`config.mk`:
```
export PLATFORM = sky130hd
export DESIGN_NAME = modbus_rtu_response_parser_core
export DESIGN_NICKNAME = d
export VERILOG_FILES = /design/src/design/mrrp_pkg.sv /design/src/design/modbus_rtu_response_parser_core.sv
export VERILOG_INCLUDE_DIRS = /design/src /design/src/design
export SDC_FILE = /design/constraint.sdc
export NUM_CORES = 1
export LEC_CHECK = 0
export CAP_MARGIN = 15
export CELL_PAD_IN_SITES_DETAIL_PLACEMENT = 1
export CELL_PAD_IN_SITES_GLOBAL_PLACEMENT = 1
export CORE_AREA = 4 4 147 149
export DETAILED_ROUTE_END_ITERATION = 8
export DIE_AREA = 0 0 151 153
export DONT_BUFFER_PORTS = 1
export PLACE_DENSITY_LB_ADDON = 0.1
export SLEW_MARGIN = 10
export SYNTH_ARGS = -nofsm -noshare
export SYNTH_HDL_FRONTEND = slang
export SYNTH_SLANG_ARGS = --single-unit
```
`constraint.sdc`:
```
create_clock -name clock -period 5.9 [get_ports clock]
set_clock_uncertainty 0.05 [all_clocks]
set_input_delay 0.885 -clock clock [delete_from_list [all_inputs] [get_ports clock]]
set_output_delay 0.885 -clock clock [all_outputs]
set_load 0.02 [all_outputs]
```
`src/design/assert_macros.svh`:
```
// ----------------------------------------------------------------------------
// assert_macros.svh
// concurrent assertion helpers, empty when SYNTHESIS is defined
// ----------------------------------------------------------------------------
`ifndef ASSERT_MACROS_SVH
`define ASSERT_MACROS_SVH
`ifndef SYNTHESIS
`define ASSERT_IMPLIES(lbl, clk, rst, ante, cons) \
   lbl: assert property (@(posedge clk) disable iff (rst) (ante) |-> (cons)) \
      else $error("assertion failed: implication");
`define ASSERT_NEXT(lbl, clk, rst, ante, cons) \
   lbl: assert property (@(posedge clk) disable iff (rst) (ante) |=> (cons)) \
      else $error("assertion failed: next cycle");
`else
`define ASSERT_IMPLIES(lbl, clk, rst, ante, cons)
`define ASSERT_NEXT(lbl, clk, rst, ante, cons)
`endif
`endif

```
`src/design/mrrp_pkg.sv`:
```
// ----------------------------------------------------------------------------
// mrrp_pkg
// types, codes and the crc-16 byte update of the modbus rtu reply parser
// ----------------------------------------------------------------------------
`default_nettype none

package mrrp_pkg;

   localparam logic [1:0] ACT_BYTE    = 2'd0;
   localparam logic [1:0] ACT_TIMEOUT = 2'd1;
   localparam logic [1:0] ACT_FLUSH   = 2'd2;

   localparam logic [2:0] ST_OK          = 3'd0;
   localparam logic [2:0] ST_HDR_TIMEOUT = 3'd1;
   localparam logic [2:0] ST_UNSUPPORTED = 3'd2;
   localparam logic [2:0] ST_TOO_LONG    = 3'd3;
   localparam logic [2:0] ST_BODY_TIMEOUT = 3'd4;
   localparam logic [2:0] ST_CRC_ERROR   = 3'd5;

   localparam logic KIND_WORD   = 1'b0;
   localparam logic KIND_STATUS = 1'b1;

   localparam logic [7:0] FC_READ_COILS    = 8'h01;
   localparam logic [7:0] FC_READ_DISCRETE = 8'h02;
   localparam logic [7:0] FC_READ_HOLDING  = 8'h03;
   localparam logic [7:0] FC_READ_INPUT    = 8'h04;
   localparam logic [7:0] FC_WRITE_COIL    = 8'h05;
   localparam logic [7:0] FC_WRITE_REG     = 8'h06;
   localparam logic [7:0] FC_DIAG          = 8'h08;
   localparam logic [7:0] FC_WRITE_COILS   = 8'h0F;
   localparam logic [7:0] FC_WRITE_REGS    = 8'h10;
   localparam logic [7:0] FC_ENCAP         = 8'h2B;
   localparam logic [7:0] FC_EXCEPTION_BIT = 8'h80;

   localparam logic [8:0] LEN_OVERHEAD  = 9'd5;
   localparam logic [8:0] LEN_FIXED     = 9'd8;
   localparam logic [8:0] LEN_EXCEPTION = 9'd5;

   localparam logic [15:0] CRC_INIT = 16'hFFFF;
   localparam logic [15:0] CRC_POLY = 16'hA001;

   localparam logic CSR_MAX_FRAME_LEN = 1'b0;
   localparam logic CSR_REG_CAPACITY  = 1'b1;

   localparam logic [8:0] MAX_FRAME_LEN_RESET = 9'd300;
   localparam logic [7:0] REG_CAPACITY_RESET  = 8'd160;

   typedef struct packed {
      logic [1:0] action;
      logic [7:0] rx_byte;
   } req_item_type;

   typedef struct packed {
      logic        kind;
      logic [6:0]  reg_index;
      logic [15:0] reg_value;
      logic [2:0]  status;
      logic [8:0]  frame_len;
      logic [7:0]  slave_addr;
      logic [7:0]  code_byte;
   } rsp_item_type;

   function automatic logic [15:0] crc16_byte(input logic [15:0] crc, input logic [7:0] b);
      logic [15:0] c;
      c = crc ^ {8'h00, b};
      for (int k = 0; k < 8; k++) begin
         if (c[0]) begin
            c = (c >> 1) ^ CRC_POLY;
         end else begin
            c = c >> 1;
         end
      end
      return c;
   endfunction

endpackage

`default_nettype wire

```
`src/design/modbus_rtu_response_parser_core.sv`:
```
// ----------------------------------------------------------------------------
// modbus_rtu_response_parser_core
// parses modbus rtu reply bytes, checks crc-16, emits register words and status
// an accepted item waits in the input register until it advances; any result is written to the output register
// throughput: one item per cycle unless the output stalls, one input register and one result register
// reset: synchronous, clears frame state and restores both csr registers
// ----------------------------------------------------------------------------
`default_nettype none
`include "assert_macros.svh"

module modbus_rtu_response_parser_core (
   input  wire logic                  clock,
   input  wire logic                  reset,
   input  wire logic                  req_valid,
   output logic                       req_stall,
   input  wire mrrp_pkg::req_item_type req_item,
   output logic                       rsp_valid,
   input  wire logic                  rsp_stall,
   output mrrp_pkg::rsp_item_type     rsp_item,
   input  wire logic                  csr_valid,
   output logic                       csr_ready,
   input  wire logic                  csr_index,
   input  wire logic [8:0]            csr_wdata
);
   import mrrp_pkg::*;

   localparam logic [1:0] PH_IDLE   = 2'd0;
   localparam logic [1:0] PH_HEADER = 2'd1;
   localparam logic [1:0] PH_BODY   = 2'd2;
   localparam logic [1:0] PH_DONE   = 2'd3;

   logic [8:0]   max_len_ff;
   logic [7:0]   reg_cap_ff;

   logic         in_valid_ff, in_valid_in;
   req_item_type in_item_ff;

   logic         rsp_valid_ff, rsp_valid_in;
   rsp_item_type rsp_item_ff;

   logic [1:0]   phase_ff, phase_in;
   logic [8:0]   pos_ff, pos_in;
   logic [15:0]  crc_ff, crc_in;
   logic [8:0]   exp_len_ff, exp_len_in;
   logic [7:0]   addr_ff, addr_in;
   logic [7:0]   code_ff, code_in;
   logic [7:0]   hi_ff, hi_in;
   logic [7:0]   crc_lo_ff, crc_lo_in;
   logic [6:0]   word_cnt_ff, word_cnt_in;
   logic         extract_ff, extract_in;

   logic         advance;
   logic         res_valid;
   rsp_item_type res;
   logic [7:0]   b;
   logic [8:0]   total;
   logic         total_ok;
   logic [9:0]   pos_plus2;
   logic [6:0]   nwords;
   logic [8:0]   body_len;

   assign advance   = in_valid_ff && (!rsp_valid_ff || !rsp_stall);
   assign req_stall = in_valid_ff && !advance;
   assign csr_ready = 1'b1;
   assign rsp_valid = rsp_valid_ff;
   assign rsp_item  = rsp_item_ff;

   assign b         = in_item_ff.rx_byte;
   assign pos_plus2 = {1'b0, pos_ff} + 10'd2;
   assign body_len  = exp_len_ff - LEN_OVERHEAD;
   assign nwords    = body_len[7:1];

   // frame length from function code and, for read codes, the byte count
   always_comb begin
      total    = LEN_EXCEPTION;
      total_ok = 1'b1;
      priority if (code_ff == FC_READ_COILS || code_ff == FC_READ_DISCRETE ||
                   code_ff == FC_READ_HOLDING || code_ff == FC_READ_INPUT ||
                   code_ff == FC_ENCAP) begin
         total = LEN_OVERHEAD + {1'b0, b};
      end else if (code_ff == FC_WRITE_COIL || code_ff == FC_WRITE_REG ||
                   code_ff == FC_DIAG || code_ff == FC_WRITE_COILS ||
                   code_ff == FC_WRITE_REGS) begin
         total = LEN_FIXED;
      end else if ((code_ff & FC_EXCEPTION_BIT) != 8'h00) begin
         total = LEN_EXCEPTION;
      end else begin
         total_ok = 1'b0;
      end
   end

   always_comb begin
      phase_in    = phase_ff;
      pos_in      = pos_ff;
      crc_in      = crc_ff;
      exp_len_in  = exp_len_ff;
      addr_in     = addr_ff;
      code_in     = code_ff;
      hi_in       = hi_ff;
      crc_lo_in   = crc_lo_ff;
      word_cnt_in = word_cnt_ff;
      extract_in  = extract_ff;

      res_valid     = 1'b0;
      res.kind      = KIND_STATUS;
      res.reg_index = 7'd0;
      res.reg_value = 16'd0;
      res.status    = ST_OK;
      res.frame_len = 9'd0;
      res.slave_addr = addr_ff;
      res.code_byte  = code_ff;

      unique case (in_item_ff.action)
         ACT_FLUSH: begin
            phase_in    = PH_IDLE;
            pos_in      = 9'd0;
            crc_in      = CRC_INIT;
            exp_len_in  = 9'd0;
            addr_in     = 8'd0;
            code_in     = 8'd0;
            hi_in       = 8'd0;
            crc_lo_in   = 8'd0;
            word_cnt_in = 7'd0;
            extract_in  = 1'b0;
         end
         ACT_TIMEOUT: begin
            if (phase_ff == PH_IDLE || phase_ff == PH_HEADER) begin
               phase_in   = PH_DONE;
               res_valid  = 1'b1;
               res.status = ST_HDR_TIMEOUT;
            end else if (phase_ff == PH_BODY) begin
               phase_in   = PH_DONE;
               res_valid  = 1'b1;
               res.status = ST_BODY_TIMEOUT;
            end
         end
         ACT_BYTE: begin
            if (phase_ff != PH_DONE) begin
               pos_in = pos_ff + 9'd1;
               if (phase_ff == PH_IDLE || phase_ff == PH_HEADER) begin
                  crc_in = crc16_byte(crc_ff, b);
                  if (pos_ff == 9'd0) begin
                     addr_in  = b;
                     phase_in = PH_HEADER;
                  end else if (pos_ff == 9'd1) begin
                     code_in = b;
                  end else if (!total_ok) begin
                     phase_in   = PH_DONE;
                     res_valid  = 1'b1;
                     res.status = ST_UNSUPPORTED;
                  end else if (total > max_len_ff) begin
                     phase_in   = PH_DONE;
                     res_valid  = 1'b1;
                     res.status = ST_TOO_LONG;
                  end else begin
                     exp_len_in  = total;
                     extract_in  = (code_ff == FC_READ_HOLDING || code_ff == FC_READ_INPUT) &&
                                   ({1'b0, b[7:1]} <= reg_cap_ff);
                     word_cnt_in = 7'd0;
                     phase_in    = PH_BODY;
                  end
               end else if (pos_plus2 < {1'b0, exp_len_ff}) begin
                  crc_in = crc16_byte(crc_ff, b);
                  if (extract_ff && pos_ff >= 9'd3 && word_cnt_ff < nwords) begin
                     if (pos_ff[0]) begin
                        hi_in = b;
                     end else begin
                        word_cnt_in   = word_cnt_ff + 7'd1;
                        res_valid     = 1'b1;
                        res.kind      = KIND_WORD;
                        res.reg_index = word_cnt_ff;
                        res.reg_value = {hi_ff, b};
                     end
                  end
               end else if (pos_plus2 == {1'b0, exp_len_ff}) begin
                  crc_lo_in = b;
               end else begin
                  phase_in  = PH_DONE;
                  res_valid = 1'b1;
                  if (crc_lo_ff == crc_ff[7:0] && b == crc_ff[15:8]) begin
                     res.status    = ST_OK;
                     res.frame_len = exp_len_ff;
                  end else begin
                     res.status = ST_CRC_ERROR;
                  end
               end
            end
         end
         default: begin
         end
      endcase
   end

   always_comb begin
      if (req_valid && !req_stall) begin
         in_valid_in = 1'b1;
      end else if (advance) begin
         in_valid_in = 1'b0;
      end else begin
         in_valid_in = in_valid_ff;
      end
      if (advance) begin
         rsp_valid_in = res_valid;
      end else if (rsp_valid_ff && !rsp_stall) begin
         rsp_valid_in = 1'b0;
      end else begin
         rsp_valid_in = rsp_valid_ff;
      end
   end

   always_ff @(posedge clock) begin
      if (req_valid && !req_stall) begin
         in_item_ff <= req_item;
      end
      if (advance && res_valid) begin
         rsp_item_ff <= res;
      end
   end

   always_ff @(posedge clock) begin
      if (reset) begin
         max_len_ff   <= MAX_FRAME_LEN_RESET;
         reg_cap_ff   <= REG_CAPACITY_RESET;
         in_valid_ff  <= 1'b0;
         rsp_valid_ff <= 1'b0;
         phase_ff     <= PH_IDLE;
         pos_ff       <= 9'd0;
         crc_ff       <= CRC_INIT;
         exp_len_ff   <= 9'd0;
         addr_ff      <= 8'd0;
         code_ff      <= 8'd0;
         hi_ff        <= 8'd0;
         crc_lo_ff    <= 8'd0;
         word_cnt_ff  <= 7'd0;
         extract_ff   <= 1'b0;
      end else begin
         in_valid_ff  <= in_valid_in;
         rsp_valid_ff <= rsp_valid_in;
         if (csr_valid && csr_ready) begin
            unique case (csr_index)
               CSR_MAX_FRAME_LEN: max_len_ff <= csr_wdata;
               CSR_REG_CAPACITY:  reg_cap_ff <= csr_wdata[7:0];
               default: begin
               end
            endcase
         end
         if (advance) begin
            phase_ff    <= phase_in;
            pos_ff      <= pos_in;
            crc_ff      <= crc_in;
            exp_len_ff  <= exp_len_in;
            addr_ff     <= addr_in;
            code_ff     <= code_in;
            hi_ff       <= hi_in;
            crc_lo_ff   <= crc_lo_in;
            word_cnt_ff <= word_cnt_in;
            extract_ff  <= extract_in;
         end
      end
   end

   `ASSERT_IMPLIES(a_status_no_word, clock, reset,
      rsp_valid && rsp_item.kind == KIND_STATUS,
      rsp_item.reg_value == 16'd0 && rsp_item.reg_index == 7'd0)
   `ASSERT_IMPLIES(a_word_no_status, clock, reset,
      rsp_valid && rsp_item.kind == KIND_WORD,
      rsp_item.status == ST_OK && rsp_item.frame_len == 9'd0)
   `ASSERT_IMPLIES(a_ok_len, clock, reset,
      rsp_valid && rsp_item.kind == KIND_STATUS && rsp_item.status == ST_OK,
      rsp_item.frame_len >= LEN_OVERHEAD)
   `ASSERT_NEXT(a_status_ends_frame, clock, reset,
      advance && res_valid && res.kind == KIND_STATUS,
      phase_ff == PH_DONE)

endmodule

`default_nettype wire

```
* Word level (Yosys, flattened, before mapping) *
Index checks and enable logic that the tools add are counted.
W data, S select, Z words.

operators by class
  add/subtract/negate cells = 5
  $lt $le $gt $ge = 5
  equal/unequal tests = 44
  multiplexer cells = 162
  bitwise operators = 22
  reductions and logical operators = 45

operators with widths
  kind                  number
  $mux W16              67
  $mux W8               16
  $mux W9               10
  $pmux W8 S2           4
  $mux W7               9
  $not A2 Y3            15
  $mux W12              3
  $pmux W9 S2           2
  $pmux W16 S2          1
  $ne A2 B2 Y1 const B  15
  $ne A3 B3 Y1 const B  10
  $mux W1               27
  $eq A8 B3 Y1 const B  3
  $mux W2               12
  $mux W24              1
  $eq A8 B2 Y1 const B  2
  $eq A8 B4 Y1 const B  2
  $eq A8 B8 Y1          2
  $xor A16 B8 Y16       1
  $pmux W7 S2           1
  $reduce_and A7 Y1     2
  $mux W3               4
  $reduce_and A6 Y1     2
  $reduce_or A6 Y1      2
  37 further kinds      70

word-level totals
  register bits after elaboration = 157
  bits of input ports = 25
  output and inout port bits = 55
  logic and storage cells = 306

* Longest topological paths before layout *
  depth in word-level cells = 49
  gate-level depth with buffers = 16
  gate-level depth less buffers = 14

* Least setup slack after synthesis *
Ideal clock, no wire load.

  path kind = reg2reg
  start point = register code_ff[0]
  end point = register rsp_item_ff, in the netlist rsp_item[0] (enable)
  library setup time = 0.462 ns
  arrival time = 4.554 ns
  data required time = 5.388 ns
  setup slack = 0.834 ns
  cell stages (with the launch flop) = 16
  path buffers = 1
  clock period less this slack = 5.066 ns
  cell sequence = dfxtp_1 -> buf_2 -> nor4b_1 -> mux2i_1 -> o21ai_1 -> nand2_1 -> nor2_1 -> a21oi_1 -> ha_1 -> a21oi_1 -> a211oi_1 -> nor3_1 -> a21oi_1 -> o211a_1 -> a211oi_1 -> nor2_1

on the way
  longest elaborated chain between the ends = 16
  elaborated cells on any way between the ends = 31
  classes of those cells = order compare: 1; eq/ne: 10; mux: 11; reduce/logical: 9

ends and longest elaborated chain
  item                              line                                    text
  from (decl)                       modbus_rtu_response_parser_core.sv:46   logic [7:0] code_ff, code_in;
  from (signal assigned)            modbus_rtu_response_parser_core.sv:253  code_ff <= code_in;
  $eq A8 B3 Y1                      modbus_rtu_response_parser_core.sv:81   end else if (code_ff == FC_WRITE_COIL || code_ff == FC_WRITE_REG ||
  $logic_or A1 B1 Y1 (2 in series)  modbus_rtu_response_parser_core.sv:81
  $logic_or A1 B1 Y1 (2 in series)  modbus_rtu_response_parser_core.sv:82   code_ff == FC_DIAG || code_ff == FC_WRITE_COILS ||
  $mux W4                           modbus_rtu_response_parser_core.sv:81
  $mux W9                           modbus_rtu_response_parser_core.sv:77   priority if (code_ff == FC_READ_COILS || code_ff == FC_READ_DISCRETE ||
  $gt A9 B9 Y1                      modbus_rtu_response_parser_core.sv:151  end else if (total > max_len_ff) begin
  $mux W1                           modbus_rtu_response_parser_core.sv:151
  $mux W1 (*)                       modbus_rtu_response_parser_core.sv:147  end else if (!total_ok) begin
  $mux W1 (*)                       modbus_rtu_response_parser_core.sv:145  end else if (pos_ff == 9'd1) begin
  $mux W1 (*)                       modbus_rtu_response_parser_core.sv:142  if (pos_ff == 9'd0) begin
  $mux W1 (*)                       modbus_rtu_response_parser_core.sv:140  if (phase_ff == PH_IDLE || phase_ff == PH_HEADER) begin
  $mux W1 (*)                       modbus_rtu_response_parser_core.sv:138  if (phase_ff != PH_DONE) begin
  $pmux W1 S2 (*)                   modbus_rtu_response_parser_core.sv:113  unique case (in_item_ff.action)
  $logic_and A1 B1 Y1 (*)           modbus_rtu_response_parser_core.sv:215  if (advance && res_valid) begin
  to (signal assigned)              modbus_rtu_response_parser_core.sv:216  rsp_item_ff <= res;
  to (decl)                         modbus_rtu_response_parser_core.sv:39   rsp_item_type rsp_item_ff;

Every way passes the cells marked *; elsewhere a longest branch is shown, timed or not.
A chain may end at the register's enable or synchronous reset.

* Worst setup path after layout *
  start point = register pos_ff[2]
  end point = register rsp_item_ff, in the netlist rsp_item[14] (enable)

on the way
  longest elaborated chain between the ends = 9
  elaborated cells on any way between the ends = 17
  classes of those cells = add/sub: 1; order compare: 2; eq/ne: 2; mux: 8; reduce/logical: 4

ends and longest elaborated chain
  item                                                    line                                    text
  from (decl)                                             modbus_rtu_response_parser_core.sv:42   logic [8:0] pos_ff, pos_in;
  from (signal assigned)                                  modbus_rtu_response_parser_core.sv:249  pos_ff <= pos_in;
  branches (longest 5 deep; another with $add A9 B2 Y10)  --
  $mux W1 (*)                                             modbus_rtu_response_parser_core.sv:140
  $mux W1 (*)                                             modbus_rtu_response_parser_core.sv:138
  $pmux W1 S2 (*)                                         modbus_rtu_response_parser_core.sv:113
  $logic_and A1 B1 Y1 (*)                                 modbus_rtu_response_parser_core.sv:215

Every way passes the cells marked *.

==> impl_metrics.tcl <==
set metrics [dict create \
    path_clk_slew_ns 0.07 \
    rsz0062_at_grt "no" \
    vdd.ir_drop.worst_mv 0.205 \
    grt_use_total_pct 19.1 \
    area_delta_synth_final_pct 8.95 \
    drv_slew 0 \
    worst_path_most_repeated_cell "ha_1" \
    grt_pass1_vias 5997 \
    synth_area_um2 7970 \
    crit_slowest_cell "and4_1" \
    grt_max_degree 92 \
    p_int_uw 1840 \
    synth_top_area_cell "dfxtp_1" \
    vias_per_cell 5.46 \
    die_h_um 153 \
    ys_ff_latch 157 \
    fin_crit_sh_pct 75.0 \
    gp_congestion 0.813 \
    io_buffers 0 \
    synth_area_leaders "dfxtp_1 24%, edfxtp_1 23%, ha_1 6.1%" \
    min_path_type "reg2reg" \
    synth_edf_count 62 \
    cp_data_required_time_ns 5.96 \
    crit_arrival_ns 4.48 \
    die_area_um2 23100 \
    p_seq_share_pct 48.1 \
    clockRootBuffer "clkbuf_16" \
    h-tree-depth 4 \
    tightest_slew_ns 1.03 \
    cts_sinks 157 \
    cp_slowest_stage_delay_ns 0.60 \
    end_kind "flop" \
    p_per_area_nw_per_um2 286 \
    outcome "finished clean" \
    final_util_pct 43.1 \
    clkLatencyLatePin_ns 0.43 \
    cts_buffer_depth 2 \
    max_cap_viol_count 0 \
    drc 0 \
    fin_nets 851 \
    initial_core_util_pct 39.5 \
    synth_ff_type "dfxtp_1" \
    fp.dieW_um 151 \
    tns_ns 0 \
    setup_viol 0 \
    worst-setup-path-type "reg2reg" \
    postSynthCellCount 807 \
    layout-drive-gt1-share_pct 7.25 \
    antenna_found_initial 1 \
    fin_crit_ns 4.42 \
    wirelength_um 21500 \
    pwr-share-clk_pct 45.8 \
    yosysUniqueCellTypes 64 \
    cts_made_buffers 17 \
    fmax_mhz 226 \
    grt-ovfl-total 0 \
    post_cts_buffers 0 \
    syn_avg_cell_area_um2 9.88 \
    wl_per_cell_um 20.1 \
    finalHoldViolCount 0 \
    synthArstFlopShare_pct 0 \
    antenna_cells 0 \
    yosysSeqAreaShare_pct 47.2 \
    final_antenna_net_count 0 \
    syn_nets 871 \
    start_kind "flop" \
    cts_resized 0 \
    fill_cells 2276 \
    io_pins 80 \
    switching_share_pct 25.8 \
    p_sw_uw 641 \
    p_comb_share_pct 6.0 \
    dp_hpwl_um 15900 \
    fin_hold_ws_ns 0.383 \
    cts_hold_buf 0 \
    synth_top_area_share_pct 23.9 \
    cts_tree "yes" \
    num_rows 52 \
    vias 5838 \
    p_leak_uw 0.00318 \
    ys_warn_count 0 \
    path_cells "ha_1 -> nand3_1 -> nor2_1 -> xor2_1 -> ha_1 -> a21o_1 -> a211oi_2 -> and2_1 -> and4_1 -> a211oi_1 -> nor2_4 -> buf_4" \
    dr.pass1.iters 5 \
    maxSlewHeadroom_pct 30.6 \
    grt_pass1_wl_um 34200 \
    worstPathMaxFanout 24 \
    drt_iter0_drc 243 \
    core_area_um2 20200 \
]
cell families after synthesis:
logic type,count (synthesis),synth area share [%]
AO/OA/AOI/OAI,150,12.7
AND/OR/NAND/NOR,292,18.3
XOR/XNOR,59,6.66
flip-flops,157,47.2
multiplexers,27,3.39
other,1,0.0470
buffers and inverters,82,5.57
adder cells (fa/ha/maj),39,6.12
Yosys cell counts (all sizes together), types with 2 or more instances:
| cell | number |
|---|---|
| dfxtp | 95 |
| nor2 | 87 |
| edfxtp | 62 |
| nand2 | 52 |
| a21oi | 46 |
| xnor2 | 45 |
| ha | 39 |
| inv | 36 |
| and2 | 33 |
| o21ai | 29 |
| nor3 | 28 |
| mux2i | 27 |
| buf | 23 |
| nand4 | 23 |
| clkbuf | 22 |
| nand3 | 19 |
| xor2 | 13 |
| nand2b | 11 |
| o31ai | 10 |
| a22oi | 9 |
| o21bai | 9 |
| a211oi | 8 |
| or4 | 8 |
| nor2b | 7 |
| a211o | 6 |
| a21o | 5 |
| a31oi | 4 |
| and3 | 4 |
| nand3b | 4 |
| nor4 | 4 |
| a31o | 3 |
| o211a | 3 |
| or3 | 3 |
| a21bo | 2 |
| a311o | 2 |
| a311oi | 2 |
| and2b | 2 |
| and4 | 2 |
| o21a | 2 |
| o311a | 2 |
| o41ai | 2 |
| or2 | 2 |
cell usage in the layout, fill, tap and decap left out, types with 7 or more instances in the layout:
cell,netlist,layout
ha_1,39,39
nand2b_1,11,11
mux2i_1,27,27
dfxtp_1,95,95
a22oi_1,9,9
nand2_1,52,52
buf_4,4,7
edfxtp_1,62,62
o21ai_0,24,24
nor2b_1,7,7
inv_1,36,36
o21bai_1,9,9
clkbuf_16,0,18
and2_1,33,33
nor2_1,87,85
xnor2_1,45,45
xor2_1,13,13
nand3_1,19,19
nor3_1,28,28
o31ai_1,10,10
nand4_1,23,23
a21oi_1,46,46
per-stage QoR:
stage	setup WS (ns)	std cells	cell area, µm²	power, µW
global route	1.04	1070	8680	2580
CTS	1.40	1070	8680	2510
global placement	1.61	1038	8070	1360
finish	1.48	1070	8680	2480
floorplan	0.834	807	7970	1340
detailed placement	1.43	1038	8070	1370
metal layers:
metal  part of all wire, %  routed length, µm  global-route usage (%)  up-vias
met1                    49              10600                    27.4     2829
li1                      -                  -                       -     2822
met4                   1.5                325                    5.66        0
met3                   4.7               1000                    3.38       23
met5                     0                  0                       0        -
met2                    44               9540                    29.4      164
layout make-up:
class                   instances  area [µm²]  area share [%]
clock inverters                14         165            1.90
well taps                     270         338            3.89
clock buffers                  18         450            5.19
multi-input cells             568        3780            43.5
flip-flops and latches        157        3760            43.3
repair buffers                  7        52.6           0.605
inverters                      36         135            1.56
power groups by stage:
stage | logic [µW] | registers (µW) | clock network (µW)
after floorplan | 137 | 1200 | 0
after global placement | 144 | 1220 | 0
after detailed placement | 149 | 1220 | 0
after CTS | 150 | 1200 | 1170
after global routing | 167 | 1200 | 1220
final | 149 | 1200 | 1140
final timing paths:
path	from	end	slack [ns]	depth (start not counted)
worst max-delay path	pos_ff[2]	rsp_item[14]	1.48	12
worst max register to register	pos_ff[2]	rsp_item[14]	1.48	12
worst min register to register	addr_ff[3]	rsp_item[11]	0.38	0
worst min-delay path	addr_ff[3]	rsp_item[11]	0.38	0
state kept, by name (all words and copies together) (netlist names), 7 cells and up:
name	count
hi_ff	8
b	8
rsp_item	52
crc_ff	16
word_cnt_ff	7
addr_ff	8
max_len_ff	9
crc_lo_ff	8
code_ff	8
pos_ff	9
reg_cap_ff	8
exp_len_ff	9
critical path, delay by kind of cell, from the launching register on:
| kind | cells | cell delay [ns] |
|---|---|---|
| AOI/OAI and AO/OA | 3 | 0.77 |
| adders and majority gates | 2 | 0.56 |
| xor gates and xnor gates | 1 | 0.17 |
| and+or+nand+nor | 5 | 1.67 |
| buffers and inverters | 1 | 0.39 |
| DFF | 1 | 0.47 |
Note: power is estimated with default switching activity, not from simulation.
